--- config.mk ---
export PLATFORM = sky130hd
export DESIGN_NAME = positional_ordered_list_store_flat
export DESIGN_NICKNAME = d
export VERILOG_FILES = /design/src/hdl/pols_pkg.sv /design/src/hdl/pols_cmd_if.sv /design/src/hdl/pols_rsp_if.sv /design/src/hdl/pols_cell.sv /design/src/hdl/positional_ordered_list_store.sv /design/src/flat_wrapper.sv
export SDC_FILE = /design/constraint.sdc
export NUM_CORES = 2
export LEC_CHECK = 0
export BUFFER_PORTS_ARGS = -buffer_cell sky130_fd_sc_hd__buf_4
export CAP_MARGIN = 20
export CELL_PAD_IN_SITES_DETAIL_PLACEMENT = 0
export CELL_PAD_IN_SITES_GLOBAL_PLACEMENT = 1
export CORE_ASPECT_RATIO = 2
export CORE_UTILIZATION = 35
export CTS_CLUSTER_DIAMETER = 60
export CTS_CLUSTER_SIZE = 40
export DETAILED_ROUTE_END_ITERATION = 8
export PLACE_DENSITY = 0.54
export SETUP_SLACK_MARGIN = 0.1
export SLEW_MARGIN = 20
export SYNTH_ARGS = -nofsm -noshare
export SYNTH_HDL_FRONTEND = slang
export SYNTH_SLANG_ARGS = --single-unit
--- constraint.sdc ---
create_clock -name clk -period 17.1 [get_ports clk]
set_input_delay 0 -clock clk [delete_from_list [all_inputs] [get_ports clk]]
set_output_delay 0 -clock clk [all_outputs]
set_load 0.005 [all_outputs]
--- src/hdl/pols_pkg.sv ---
// ----------------------------------------------------------------------------
// pols_pkg
// Shared types and codes for the positional ordered list store.
// ----------------------------------------------------------------------------
`default_nettype none

package pols_pkg;

    // Widths fixed by the transaction fields; CAPACITY must not exceed 64, which nothing here enforces.
    localparam int unsigned POS_W = 6;
    localparam int unsigned CNT_W = 7;
    localparam int unsigned VAL_W = 32;

    typedef enum logic [2:0] {
        OP_INS_FRONT = 3'd0,
        OP_INS_BACK  = 3'd1,
        OP_DEL_FRONT = 3'd2,
        OP_DEL_BACK  = 3'd3,
        OP_INS_AT    = 3'd4,
        OP_DEL_AT    = 3'd5,
        OP_SEARCH    = 3'd6,
        OP_DUMP      = 3'd7
    } op_t;

    typedef enum logic [2:0] {
        STS_OK        = 3'd0,
        STS_EMPTY     = 3'd1,
        STS_BADPOS    = 3'd2,
        STS_FULL      = 3'd3,
        STS_NOT_FOUND = 3'd4
    } status_t;

    typedef enum logic [2:0] {
        FSM_IDLE   = 3'b001,
        FSM_SEARCH = 3'b010,
        FSM_DUMP   = 3'b100
    } fsm_t;

    typedef enum logic [2:0] {
        CH_HOLD    = 3'd0,
        CH_INSERT  = 3'd1,
        CH_REMOVE  = 3'd2,
        CH_ROTATE  = 3'd3,
        CH_COMPARE = 3'd4
    } chain_cmd_t;

    // Broadcast from the controller to every cell of the chain.
    typedef struct packed {
        chain_cmd_t        cmd;
        logic [POS_W-1:0]  idx;    // target slot for insert / remove
        logic [POS_W-1:0]  tail;   // last occupied slot, for rotate
        logic [CNT_W-1:0]  cnt;    // occupancy, for compare masking
        logic [VAL_W-1:0]  value;  // value to insert or key to compare
    } chain_ctrl_t;

endpackage

`default_nettype wire

--- src/hdl/pols_cmd_if.sv ---
// ----------------------------------------------------------------------------
// pols_cmd_if
// Command channel: operation, value and position with valid/ready.
// ----------------------------------------------------------------------------
`default_nettype none

interface pols_cmd_if;
    logic               valid;
    logic               ready;
    logic [2:0]         operation;
    logic signed [31:0] value;
    logic [5:0]         position;

    modport source (output valid, output operation, output value, output position,
                    input ready);
    modport sink   (input valid, input operation, input value, input position,
                    output ready);
endinterface

`default_nettype wire

--- src/hdl/pols_rsp_if.sv ---
// ----------------------------------------------------------------------------
// pols_rsp_if
// Response channel: status, element, positions, count and last marker.
// ----------------------------------------------------------------------------
`default_nettype none

interface pols_rsp_if;
    logic               valid;
    logic               ready;
    logic [2:0]         status;
    logic signed [31:0] element;
    logic [6:0]         found_position;
    logic [6:0]         element_count;
    logic               last;

    modport source (output valid, output status, output element, output found_position,
                    output element_count, output last, input ready);
    modport sink   (input valid, input status, input element, input found_position,
                    input element_count, input last, output ready);
endinterface

`default_nettype wire

--- src/hdl/pols_cell.sv ---
// ----------------------------------------------------------------------------
// pols_cell
// One slot of the list: holds an element, shifts with its neighbors, compares.
// ----------------------------------------------------------------------------
`default_nettype none

module pols_cell #(
    parameter int INDEX = 0
) (
    input  wire logic                       clk,
    input  wire pols_pkg::chain_ctrl_t      ctrl,
    input  wire logic [pols_pkg::VAL_W-1:0] left_val,
    input  wire logic [pols_pkg::VAL_W-1:0] right_val,
    input  wire logic [pols_pkg::VAL_W-1:0] head_val,
    output logic      [pols_pkg::VAL_W-1:0] val,
    output logic                            match
);

    localparam logic [pols_pkg::POS_W-1:0] IDX = pols_pkg::POS_W'(INDEX);

    logic [pols_pkg::VAL_W-1:0] val_reg;
    logic [pols_pkg::VAL_W-1:0] val_next;
    logic                       match_reg;
    logic                       match_next;

    always_comb
    begin
        val_next   = val_reg;
        match_next = match_reg;
        unique case (ctrl.cmd)
            pols_pkg::CH_INSERT:
            begin
                if (IDX == ctrl.idx)
                    val_next = ctrl.value;
                else if (IDX > ctrl.idx)
                    val_next = left_val;
            end
            pols_pkg::CH_REMOVE:
            begin
                if (IDX >= ctrl.idx)
                    val_next = right_val;
            end
            pols_pkg::CH_ROTATE:
            begin
                // Wrap the head into the tail slot, advance every slot below the tail.
                if (IDX == ctrl.tail)
                    val_next = head_val;
                else if (IDX < ctrl.tail)
                    val_next = right_val;
            end
            pols_pkg::CH_COMPARE:
            begin
                match_next = (val_reg == ctrl.value) && ({1'b0, IDX} < ctrl.cnt);
            end
            default:
            begin
                val_next   = val_reg;
                match_next = match_reg;
            end
        endcase
    end

    always_ff @(posedge clk)
    begin
        val_reg   <= val_next;
        match_reg <= match_next;
    end

    assign val   = val_reg;
    assign match = match_reg;

endmodule

`default_nettype wire

--- src/hdl/positional_ordered_list_store.sv ---
// ----------------------------------------------------------------------------
// positional_ordered_list_store
// Ordered list of signed 32-bit values held in a shifting chain of cells.
// ----------------------------------------------------------------------------
// Timing: inserts and deletes register their result on acceptance; a search
//   compares in every cell, then first-hit encodes the registered matches.
// Throughput: 1 transaction per cycle for inserts and deletes while the
//   response slot is free; a search holds the command channel until its
//   result is loaded; a dump holds it for the accept cycle, then one element
//   per cycle from the head cell, while the chain rotates and the slot is free.
// Reset: rst_n clears the element count, FSM and response valid; cell contents
//   are left as they are and never read beyond the count.
`default_nettype none

module positional_ordered_list_store #(
    parameter int CAPACITY = 32
) (
    input  wire logic   clk,
    input  wire logic   rst_n,
    pols_cmd_if.sink    cmd,
    pols_rsp_if.source  rsp
);

    localparam int unsigned POS_W = pols_pkg::POS_W;
    localparam int unsigned CNT_W = pols_pkg::CNT_W;
    localparam int unsigned VAL_W = pols_pkg::VAL_W;
    localparam logic [CNT_W-1:0] CAP_CNT = CNT_W'(CAPACITY);

    // Control state
    pols_pkg::fsm_t      state_reg, state_next;
    logic [CNT_W-1:0]    cnt_reg, cnt_next;
    logic [CNT_W-1:0]    dump_idx_reg, dump_idx_next;
    logic                out_valid_reg, out_valid_next;

    // Response payload
    logic [2:0]          status_reg, status_next;
    logic [VAL_W-1:0]    element_reg, element_next;
    logic [CNT_W-1:0]    fpos_reg, fpos_next;
    logic [CNT_W-1:0]    ecount_reg, ecount_next;
    logic                last_reg, last_next;

    // Chain
    pols_pkg::chain_ctrl_t ctrl;
    logic [VAL_W-1:0]    cell_val   [CAPACITY];
    logic [VAL_W-1:0]    left_val   [CAPACITY];
    logic [VAL_W-1:0]    right_val  [CAPACITY];
    logic [CAPACITY-1:0] match_vec;

    logic                out_free;
    logic                accept;
    logic                out_load;
    logic [CNT_W-1:0]    pos_ext;
    logic                hit;
    logic [CNT_W-1:0]    hit_pos;
    logic [CNT_W-1:0]    dump_pos;
    pols_pkg::op_t       op;

    // Output slot frees up when empty or being drained this cycle.
    assign out_free  = !out_valid_reg || rsp.ready;
    assign cmd.ready = (state_reg == pols_pkg::FSM_IDLE) && out_free;
    assign accept    = cmd.valid && cmd.ready;
    assign op        = pols_pkg::op_t'(cmd.operation);
    assign pos_ext   = {1'b0, cmd.position};
    assign dump_pos  = dump_idx_reg + CNT_W'(1);

    // First hit of the registered match vector, lowest slot wins.
    always_comb
    begin
        hit     = 1'b0;
        hit_pos = '0;
        for (int i = CAPACITY - 1; i >= 0; i--)
        begin
            if (match_vec[i])
            begin
                hit     = 1'b1;
                hit_pos = CNT_W'(i + 1);
            end
        end
    end

    always_comb
    begin
        state_next    = state_reg;
        cnt_next      = cnt_reg;
        dump_idx_next = dump_idx_reg;
        out_load      = 1'b0;
        status_next   = status_reg;
        element_next  = element_reg;
        fpos_next     = fpos_reg;
        ecount_next   = ecount_reg;
        last_next     = last_reg;

        ctrl.cmd   = pols_pkg::CH_HOLD;
        ctrl.idx   = '0;
        ctrl.tail  = POS_W'(cnt_reg - CNT_W'(1));
        ctrl.cnt   = cnt_reg;
        ctrl.value = cmd.value;

        unique case (state_reg)
            pols_pkg::FSM_IDLE:
            begin
                if (accept)
                begin
                    // Default: one result, ok, nothing emitted.
                    out_load     = 1'b1;
                    status_next  = pols_pkg::STS_OK;
                    element_next = '0;
                    fpos_next    = '0;
                    last_next    = 1'b1;
                    unique case (op)
                        pols_pkg::OP_INS_FRONT,
                        pols_pkg::OP_INS_BACK:
                        begin
                            if (cnt_reg == CAP_CNT)
                                status_next = pols_pkg::STS_FULL;
                            else
                            begin
                                ctrl.cmd = pols_pkg::CH_INSERT;
                                ctrl.idx = (op == pols_pkg::OP_INS_FRONT)
                                           ? '0 : POS_W'(cnt_reg);
                                cnt_next = cnt_reg + CNT_W'(1);
                            end
                        end
                        pols_pkg::OP_DEL_FRONT,
                        pols_pkg::OP_DEL_BACK:
                        begin
                            if (cnt_reg == '0)
                                status_next = pols_pkg::STS_EMPTY;
                            else
                            begin
                                ctrl.cmd = pols_pkg::CH_REMOVE;
                                ctrl.idx = (op == pols_pkg::OP_DEL_FRONT)
                                           ? '0 : POS_W'(cnt_reg - CNT_W'(1));
                                cnt_next = cnt_reg - CNT_W'(1);
                            end
                        end
                        pols_pkg::OP_INS_AT:
                        begin
                            // Position check ranks ahead of the full check.
                            if (pos_ext == '0 || pos_ext > cnt_reg + CNT_W'(1))
                                status_next = pols_pkg::STS_BADPOS;
                            else if (cnt_reg == CAP_CNT)
                                status_next = pols_pkg::STS_FULL;
                            else
                            begin
                                ctrl.cmd = pols_pkg::CH_INSERT;
                                ctrl.idx = cmd.position - POS_W'(1);
                                cnt_next = cnt_reg + CNT_W'(1);
                            end
                        end
                        pols_pkg::OP_DEL_AT:
                        begin
                            if (cnt_reg == '0)
                                status_next = pols_pkg::STS_EMPTY;
                            else if (pos_ext == '0 || pos_ext > cnt_reg)
                                status_next = pols_pkg::STS_BADPOS;
                            else
                            begin
                                ctrl.cmd = pols_pkg::CH_REMOVE;
                                ctrl.idx = cmd.position - POS_W'(1);
                                cnt_next = cnt_reg - CNT_W'(1);
                            end
                        end
                        pols_pkg::OP_SEARCH:
                        begin
                            if (cnt_reg == '0)
                                status_next = pols_pkg::STS_EMPTY;
                            else
                            begin
                                // Hold the result until the match vector settles.
                                out_load   = 1'b0;
                                ctrl.cmd   = pols_pkg::CH_COMPARE;
                                state_next = pols_pkg::FSM_SEARCH;
                            end
                        end
                        pols_pkg::OP_DUMP:
                        begin
                            if (cnt_reg == '0)
                                status_next = pols_pkg::STS_EMPTY;
                            else
                            begin
                                out_load      = 1'b0;
                                dump_idx_next = '0;
                                state_next    = pols_pkg::FSM_DUMP;
                            end
                        end
                        default:
                        begin
                            out_load = 1'b0;
                        end
                    endcase
                    ecount_next = cnt_next;
                end
            end
            pols_pkg::FSM_SEARCH:
            begin
                if (out_free)
                begin
                    out_load     = 1'b1;
                    status_next  = hit ? pols_pkg::STS_OK : pols_pkg::STS_NOT_FOUND;
                    element_next = '0;
                    fpos_next    = hit ? hit_pos : '0;
                    ecount_next  = cnt_reg;
                    last_next    = 1'b1;
                    state_next   = pols_pkg::FSM_IDLE;
                end
            end
            pols_pkg::FSM_DUMP:
            begin
                if (out_free)
                begin
                    // Emit the head and rotate; after count steps order is restored.
                    out_load      = 1'b1;
                    status_next   = pols_pkg::STS_OK;
                    element_next  = cell_val[0];
                    fpos_next     = dump_pos;
                    ecount_next   = cnt_reg;
                    last_next     = (dump_pos == cnt_reg);
                    ctrl.cmd      = pols_pkg::CH_ROTATE;
                    dump_idx_next = dump_pos;
                    if (dump_pos == cnt_reg)
                        state_next = pols_pkg::FSM_IDLE;
                end
            end
            default:
            begin
                state_next = pols_pkg::FSM_IDLE;
            end
        endcase

        if (out_load)
            out_valid_next = 1'b1;
        else if (rsp.ready)
            out_valid_next = 1'b0;
        else
            out_valid_next = out_valid_reg;
    end

    always_ff @(posedge clk or negedge rst_n)
    begin
        if (!rst_n)
        begin
            state_reg     <= pols_pkg::FSM_IDLE;
            cnt_reg       <= '0;
            dump_idx_reg  <= '0;
            out_valid_reg <= 1'b0;
        end
        else
        begin
            state_reg     <= state_next;
            cnt_reg       <= cnt_next;
            dump_idx_reg  <= dump_idx_next;
            out_valid_reg <= out_valid_next;
        end
    end

    always_ff @(posedge clk)
    begin
        status_reg  <= status_next;
        element_reg <= element_next;
        fpos_reg    <= fpos_next;
        ecount_reg  <= ecount_next;
        last_reg    <= last_next;
    end

    // Cell chain: slot 0 is the front of the list.
    for (genvar g = 0; g < CAPACITY; g++)
    begin : g_cell
        if (g == 0)
        begin : g_left_edge
            assign left_val[g] = cell_val[g];
        end
        else
        begin : g_left
            assign left_val[g] = cell_val[g-1];
        end

        if (g == CAPACITY - 1)
        begin : g_right_edge
            assign right_val[g] = cell_val[g];
        end
        else
        begin : g_right
            assign right_val[g] = cell_val[g+1];
        end

        pols_cell #(
            .INDEX (g)
        ) u_cell (
            .clk       (clk),
            .ctrl      (ctrl),
            .left_val  (left_val[g]),
            .right_val (right_val[g]),
            .head_val  (cell_val[0]),
            .val       (cell_val[g]),
            .match     (match_vec[g])
        );
    end

    assign rsp.valid          = out_valid_reg;
    assign rsp.status         = status_reg;
    assign rsp.element        = element_reg;
    assign rsp.found_position = fpos_reg;
    assign rsp.element_count  = ecount_reg;
    assign rsp.last           = last_reg;

endmodule

`default_nettype wire

--- src/flat_wrapper.sv ---
// flat-port wrapper written by rule: the top's interface ports become plain ports
module positional_ordered_list_store_flat 
#(
    parameter int CAPACITY = 32
)
  (clk, rst_n, cmd_valid, cmd_operation, cmd_value, cmd_position, cmd_ready, rsp_valid, rsp_status, rsp_element, rsp_found_position, rsp_element_count, rsp_last, rsp_ready);
  pols_cmd_if cmd_i ();
  pols_rsp_if rsp_i ();
  input  wire logic clk;
  input  wire logic rst_n;
  input wire logic [$bits(cmd_i.valid)-1:0] cmd_valid;
  input wire logic [$bits(cmd_i.operation)-1:0] cmd_operation;
  input wire logic [$bits(cmd_i.value)-1:0] cmd_value;
  input wire logic [$bits(cmd_i.position)-1:0] cmd_position;
  output wire logic [$bits(cmd_i.ready)-1:0] cmd_ready;
  output wire logic [$bits(rsp_i.valid)-1:0] rsp_valid;
  output wire logic [$bits(rsp_i.status)-1:0] rsp_status;
  output wire logic [$bits(rsp_i.element)-1:0] rsp_element;
  output wire logic [$bits(rsp_i.found_position)-1:0] rsp_found_position;
  output wire logic [$bits(rsp_i.element_count)-1:0] rsp_element_count;
  output wire logic [$bits(rsp_i.last)-1:0] rsp_last;
  input wire logic [$bits(rsp_i.ready)-1:0] rsp_ready;
  assign cmd_i.valid = cmd_valid;
  assign cmd_i.operation = cmd_operation;
  assign cmd_i.value = cmd_value;
  assign cmd_i.position = cmd_position;
  assign cmd_ready = cmd_i.ready;
  assign rsp_valid = rsp_i.valid;
  assign rsp_status = rsp_i.status;
  assign rsp_element = rsp_i.element;
  assign rsp_found_position = rsp_i.found_position;
  assign rsp_element_count = rsp_i.element_count;
  assign rsp_last = rsp_i.last;
  assign rsp_i.ready = rsp_ready;
  positional_ordered_list_store #(.CAPACITY(CAPACITY)) u_core (.clk(clk), .rst_n(rst_n), .cmd(cmd_i), .rsp(rsp_i));
endmodule
==> run metrics <==
crit start category flip-flop; Crit path largest cell delay approximately 900 ps; most frequent cells in the layout edfxtp_1 (1106), xor2_1 (777), a22oi_1 (714); Syn Area/Cell approximately 11 sq um; nets@finish 6869; FF-to-FF path depth 13; post-synthesis async set-or-reset flop share 0.0160; Clock Latency Late Sink about 850 ps; I/O pin count 97; Final Max Slew Viols 0; Synth area leader edfxtp_1; register area share after synthesis 0.452; total grt overflow 0; first-pass GRT wire length between 600000 and 700000 um; CTS tree done; maxcap violations 0; post-synthesis cell type count 90; via count approximately 70000; Clk pin slew, worst setup/hold paths about 100 ps; fin crit period 7240 ps; Detailed Routing Iterations Pass 1 9; R2R setup slack about 9900 ps; DP HPWL around 340000 um; reg2reg end u_core.g_cell[22].u_cell.val[14]; CORE AREA approximately 210000 sq um; initial drt markers 9596; Setup Fix Bufs, Post-CTS 0; slowest cell on the critical path nand2_1; Via density 7.17; commonest non-fill, non-tap cell in the layout edfxtp_1; Root Driver clkbuf_16; Die W roughly 330 um; die area 215000 sq um; Crit Path Class reg2reg; DRC Markers approximately 110; Crit path depth 13; Slew Limit Headroom 0.115; vias in the first global route 67000; Clock Skews between 70 and 80 ps; power per standard cell area 161 nW/um^2; top cells by area, synth edfxtp_1 (45%), xor2_1 (9.1%), a22oi_1 (7.2%); max FFs per register slightly above 1000; CP Capture Point u_core.g_cell[22].u_cell.val[14]; Synth Register Bits 1124; HP Class in2reg; Worst R2R Start u_core.cnt_reg[1]; initial antenna violation count 47; crit path buf inv count 6; Wirelength per Cell ~50 um; Fmax between 100 and 150 MHz; Synthesis Warnings 0; die height 654 um; GRT Total Usage 0.443; gp weighted congestion between 1 and 1.5; Crit. End Element flip-flop; Clock Tree Buf Depth 3; Synth top area share 0.446; TritonCTS Buffers slightly above 90; Syn Nets roughly 7000; cells after synthesis slightly above 7000; WHS about 37 ps; Port Buf Inserts 96; number of synthesized flops with an enable pin approximately 1100; RSZ-0062 raised after global routing false; final WL 484000 um; clk sinks between 1000 and 1500; CP delay by family, top buffers and inverters; largest net degree at the start of global routing 140; WP data arrival 7840 ps; status complete, but fails checks; Initial Utilization 0.352; setup TNS 0 ps; Leak around 28 nW; crit-path cells buf_4 -> inv_1 -> ha_1 -> or4b_1 -> nor2_4 -> nor2_1 -> a21oi_4 -> buf_4 -> buf_4 -> buf_4 -> buf_4 -> nand2_1 -> o211ai_1; Slew @ Worst Pin about 1300 ps; Area growth syn-to-layout 11.3%; share of cells above drive strength 1 0.113; # H-tree levels 3; Final Hold Viols 0; Final setup viols 0; worst endpoint required time approximately 18000 ps; Worst Setup SP u_core.cnt_reg[1]; worst-path fanout max 61; Post-Synthesis Cell Area between 70000 and 80000 sq um; ANT nets after route 0; Final period util 0.423; ys flop type edfxtp_1; Most common cell on crit path buf_4; Core Rows 239; failing checks design-rule violations; Worst VDD drop 0.0842 mV
[cell usage after synthesis (90+ instances only)]
| cell type | number |
|---|---|
| a22oi_1 | 715 |
| a22o_1 | 153 |
| o211ai_1 | 391 |
| a221o_1 | 185 |
| mux2i_1 | 455 |
| clkbuf_1 | 677 |
| o21ai_0 | 337 |
| a21oi_1 | 90 |
| o21ai_1 | 170 |
| nand3_1 | 375 |
| nor4_1 | 211 |
| xnor2_1 | 278 |
| nand4_1 | 148 |
| xor2_1 | 777 |
| edfxtp_1 | 1106 |
| nand2_1 | 197 |
| nor2_1 | 142 |
[stage by stage]
| stage | total power, mW | worst slack [ps] | util | instance area [sq um] | instances |
|---|---|---|---|---|---|
| after floorplan | 7.65 | 8370 | - | 74400 | 7056 |
| after global placement | 10.4 | 10470 | 0.372 | 78700 | 9436 |
| after detailed placement | 10.4 | 10400 | 0.372 | 78700 | 9437 |
| after CTS | 13.0 | 10370 | 0.390 | 82500 | 9645 |
| after global routing | 13.5 | 9910 | 0.391 | 82700 | 9663 |
| final | 13.4 | 9860 | 0.391 | 82800 | 9707 |
[power by group]
part	switching [mW]	internal [mW]	total, mW
registers	1.20	4.30	5.50
logic	3.80	1.50	5.30
clock network	1.39	1.18	2.57
total	6.39	6.98	13.4
[routing by layer]
metal | track usage | wire (um) | part of all wire | vias to the layer above
met5 | 0 | 92 | 0.00019 | -
met1 | 0.433 | 150000 | 0.31 | 35200
met2 | 0.708 | 225000 | 0.46 | 5091
li1 | - | - | - | 27300
met4 | 0.514 | 68400 | 0.14 | 12
met3 | 0.121 | 40700 | 0.084 | 2010
[how the worst min path moves through the flow]
stage                     cells past startpoint  slack (ps)                              to              from
final                                         3          40            u_core.rsp.status[0]  cmd_operation[2]
after global routing                          4          40  u_core.g_cell[4].u_cell.val[4]      cmd_value[4]
after CTS                                     4          30  u_core.g_cell[4].u_cell.val[4]      cmd_value[4]
after detailed placement                      1         -70               u_core.cnt_reg[5]             rst_n
after global placement                        1         -80               u_core.cnt_reg[5]             rst_n
after floorplan                               0        -300               u_core.cnt_reg[0]             rst_n
[final cells by class]
class	instances	area, sq um
multi-input cells	5114	38500
flip-flops and latches	1124	33700
inverters	25	93.8
repair buffers	446	3490
clock buffers	96	2370
well taps	2771	3470
clock inverters	76	1070
diodes	55	138
fillers	20900	129000
[repair_timing]
| item | CTS | global route |
|---|---|---|
| resized for setup | 0 | 0 |
| endpoints found under the hold margin | 154 | 0 |
| hold buffers | 36 | 0 |
[kinds of logic after synthesis]
family                     after synthesis  synth area share
buffers and inverters                  818            0.0428
xor gates and xnor gates              1055             0.124
DFF                                   1124             0.452
and+or+nand+nor                       1334            0.0959
muxes                                  460            0.0619
AOI/OAI and AO/OA                     2245             0.220
adders and majority gates               20           0.00336
[worst register-to-register path, stage by stage, from the launching register on]
cell and delay, ps:
dfrtp_1 380, buf_4 240, inv_1 400, ha_1 640, or4b_1 600, nor2_4 310
nor2_1 190, a21oi_4 180, buf_4 690, buf_4 690, buf_4 630, buf_4 660
nand2_1 930, o211ai_1 510
No activity file was read; power rests on OpenSTA's default activity.
